===== src/hdl/crwi_ram.sv =====
// Generic single-port-write, single-read synchronous RAM with registered read.
`timescale 1ns / 1ps
module crwi_ram #(
    parameter int WIDTH = 8,
    parameter int DEPTH = 16
) (
    input  logic                     i_clk,
    input  logic                     i_we,
    input  logic [$clog2(DEPTH)-1:0] i_waddr,
    input  logic [WIDTH-1:0]         i_wdata,
    input  logic [$clog2(DEPTH)-1:0] i_raddr,
    output logic [WIDTH-1:0]         o_rdata
);
    logic [WIDTH-1:0] r_mem [DEPTH];

    always_ff @(posedge i_clk) begin
        if (i_we) begin
            r_mem[i_waddr] <= i_wdata;
        end
        o_rdata <= r_mem[i_raddr];
    end
endmodule


===== config.mk =====
export PLATFORM = sky130hd
export DESIGN_NAME = crwi_ram
export DESIGN_NICKNAME = d
export VERILOG_FILES = /design/src/hdl/crwi_ram.sv
export SDC_FILE = /design/constraint.sdc
export NUM_CORES = 1
export LEC_CHECK = 0
export BUFFER_PORTS_ARGS = -buffer_cell sky130_fd_sc_hd__buf_2
export CORE_UTILIZATION = 30
export CTS_BUF_LIST = sky130_fd_sc_hd__clkbuf_16
export DETAILED_ROUTE_END_ITERATION = 16
export MAX_ROUTING_LAYER = met4
export PLACE_DENSITY = 0.49
export SETUP_SLACK_MARGIN = 0.3
export SLEW_MARGIN = 20
export SYNTH_ARGS = -nofsm -noshare
export SYNTH_HDL_FRONTEND = slang
export SYNTH_SLANG_ARGS = --single-unit
export TNS_END_PERCENT = 1

===== constraint.sdc =====
create_clock -name i_clk -period 5.93 [get_ports i_clk]
set_input_delay 1.186 -clock i_clk [delete_from_list [all_inputs] [get_ports i_clk]]
set_output_delay 1.186 -clock i_clk [all_outputs]
set_load 0.1 [all_outputs]

* Word-level counts from Yosys, hierarchy flattened
Memories as Yosys holds them, arrays and structs flattened. A register that Yosys moved wholly into a read port is not among the register bits. Cells that the tools add are included. Widths: inputs -> output; s select.
Storage, ports and cells: flip-flop bits (word level) 0, bits in writable memories 128, output and inout bits 8, memories 1
Memories:
- r_mem | depth 16, bits a word 8, read ports 1, clocked after memory_dff 1, write ports 1, RTL line 14 | logic [WIDTH-1:0] r_mem [DEPTH];
Operators by class: mux-type cells 2
Operators with widths (count):
- $mux 1 | 2

* Logic depth before layout (Yosys ltp)
depth after elaboration 2, mapped depth 5, mapped depth without buffers 3

* Worst setup path before layout
OpenSTA, ideal clock, no wires.
kind input -> register, start point in i_waddr[2], end point mem r_mem[0][0], enable pin, arrival time 2.296 ns, required time 5.547 ns, path slack 3.251 ns, cell stages on the path 2, cells stage by stage or3b_2 nor3_1
RTL lines:
- from (decl) | RTL line 9 | input logic [$clog2(DEPTH)-1:0] i_waddr,
- to (decl) | RTL line 14
No word-level cell before the write port.

* Worst setup path in the final report
start point in i_waddr[2], end point mem r_mem[2][2], enable pin
No word-level cell before the write port.

==> results_dict.tcl <==
set metrics [dict create \
    reg2reg_depth 3 \
    vdd_drop_max_uv 203 \
    cts_setup_buffers 0 \
    core-area_mm2 0.0166 \
    overflow 0 \
    setup_violations 0 \
    route.vias.total 2332 \
    drv_slew 0 \
    tightestPinTransition_ps 1110 \
    relSlewSlack_pct 25.6 \
    r2r-start "r_mem[1][0]$_DFFE_PP_" \
    netlist_instances 229 \
    gp_congestion 0.659 \
    synth_top_family_by_area "multiplexers" \
    cp_cell_sequence "buf_2, or3b_2, nor2_1" \
    grt_pass1_vias 2454 \
    start_util_pct 30.9 \
    cts_resized 0 \
    max_stage_delay_ps 710 \
    period_share_pct 42.1 \
    cts_buffers 17 \
    fillers 1527 \
    grt_max_degree 33 \
    synthToLayoutAreaGrowth_pct 16.6 \
    n_antenna_cell 0 \
    cap_violations 0 \
    first_iter_violations 194 \
    cts_hold_buf 0 \
    syn_nets 247 \
    antenna_left 0 \
    cp_slowest_cell "nor2_1" \
    crit_required_ps 5970 \
    rsz0062_at_grt "false" \
    dp.cells 467 \
    fp.dieW_um 133 \
    htree_levels 4 \
    power_leakage_nw 1.99 \
    clk_latency_ps 420 \
    fmax_mhz 400 \
    synthAdderAreaFrac_pct 0 \
    setup-tns-final_ps 0 \
    synth_mux_area_share_pct 15.0 \
    hp-start "r_mem[7][6]$_DFFE_PP_" \
    fin_worst_skew_ps 13.1 \
    ys_types 19 \
    hpwl_um 6290 \
    dieArea_mm2 0.0177 \
    row_count 47 \
    synth_compound_area_share_pct 2.33 \
    synthXorXnorAreaFrac_pct 0 \
    antenna_found_initial 0 \
    p_per_area_mw_per_mm2 354 \
    portBuffers 25 \
    r2r_end "o_rdata[0]$_DFF_P_" \
    min_path_cells 3 \
    drive_above_1_share_pct 25.6 \
    grt_usage_pct 13.2 \
    critPathBufInv 1 \
    synth_area_per_cell_um2 22.5 \
    clockBufferDepth 2 \
    cts_tree "done" \
    status "complete, no violations" \
    period_minus_slack_ps 2500 \
    worstSetupStartpointType "primary input" \
    cts.sinks 136 \
    grt_pass1_wl_um 15500 \
    seq_area_frac_synth_pct 77.8 \
    final_nets 284 \
    yosys.area_share.simple_pct 3.18 \
    crit_family "simple AND/OR/NAND/NOR gates" \
    fin_cells 497 \
    min_path_type "flip-flop to flip-flop" \
    viasPerCell 4.69 \
    io_pins 26 \
    total_power_mw 2.12 \
    fp.dieH_um 133 \
    min_to "o_rdata[6]$_DFF_P_" \
    endpoint_kind "flip-flop" \
    critPathMaxFanout 8 \
    yosysWarnings 0 \
    crit_type "primary input to flip-flop" \
    wl_um 10400 \
    clk_pin_slew_ps 50 \
    drtPass1Iterations 4 \
    drc 0 \
    finalHoldViolations 0 \
    synth_area_mm2 0.00515 \
    ys_ff_latch 136 \
    wire_per_inst_um 21.0 \
    cp.arrival_ps 2530 \
    reg2reg_slack_ps 4570 \
    cts_root_buffer "clkbuf_16" \
    final_core_util_pct 36.1 \
]
Yosys cell counts:
cell type        number  share of area [%]
a22oi_1              16                2.3
nor2_1               13               0.95
nand2b_1              2               0.24
nor3_1                4               0.39
buf_6                 3               0.66
nor2b_1               1               0.12
buf_4                 1               0.15
edfxtp_1            128                 75
nand3b_1              2               0.29
and2_1                1               0.12
clkdlybuf4s25_2       3               0.58
mux4_2               18                7.9
nand2_1               9               0.66
or3b_2                1               0.17
and2b_1               1               0.15
nand3_1               1              0.097
dfxtp_1               8                3.1
buf_2                 3               0.29
mux4_1               14                7.1
per-layer routing:
| metal | share of wire [%] | up-vias | track usage, % |
|---|---|---|---|
| met5 | 0 | - | - |
| met4 | 1.1 | 0 | 5.36 |
| met3 | 5.9 | 11 | 4.33 |
| met2 | 46 | 59 | 18.5 |
| met1 | 47 | 1216 | 17.6 |
| li1 | - | 1046 | - |
how the worst max path moves through the flow:
stage	from	endpoint	slack [ps]	cells past startpoint
CTS	i_raddr[0]	o_rdata[2]$_DFF_P_	3080	4
global placement	i_waddr[2]	r_mem[0][1]$_DFFE_PP_	2550	3
detailed placement	i_raddr[0]	o_rdata[2]$_DFF_P_	2640	4
global route	i_waddr[2]	r_mem[2][2]$_DFFE_PP_	3400	3
floorplan	i_waddr[2]	r_mem[0][0]$_DFFE_PP_	3250	2
finish	i_waddr[2]	r_mem[2][2]$_DFFE_PP_	3430	3
tightest hold or removal path: cells and delay by family (launching register included):
family           cells  cell delay [ps]
multiplexers         1              220
AO/OA/AOI/OAI        1               60
AND/OR/NAND/NOR      1               60
flip-flops           1              310
layout by cell type, fill, tap and decap left out, drive strengths merged:
cell,n
edfxtp,128
mux4,32
buf,28
clkbuf,17
a22oi,16
nor2,13
nand2,9
dfxtp,8
inv,6
clkinv,6
nor3,4
nand3b,2
nand2b,2
nor2b,1
and2,1
and2b,1
nand3,1
or3b,1
bufinv,1
power breakdown:
group          internal (mW)  switching, mW  total (mW)
registers               1.08        0.00687        1.08
logic                 0.0388          0.102       0.141
clock network          0.552          0.349       0.901
registers in the layout, indices dropped and copies added (netlist names):
register and cells:
o_rdata 8, r_mem 128
per-stage QoR:
step / setup slack (ps) / hold slack, ps / instance area (um2)
final: 3430 / 668 / 6000
after detailed placement: 2640 / 669 / 5490
after CTS: 3080 / 679 / 6000
after floorplan: 3250 / 629 / 5150
after global routing: 3400 / 707 / 6000
after global placement: 2550 / 661 / 5480
logic make-up after synthesis:
kind of cell,after synthesis
DFF,136
and+or+nand+nor,35
muxes,32
AOI/OAI and AO/OA,16
buffers and inverters,10
area by class of cell:
cell class                 count  area (um2)  area share, %
multi-input combinational     83        1070           17.8
timing repair buffer          28         150           2.50
clock inverter                13        78.8           1.31
clock buffer                  17         425           7.09
tap                          220         275           4.59
sequential                   136        4000           66.7
(Power assumes the default switching activity.)
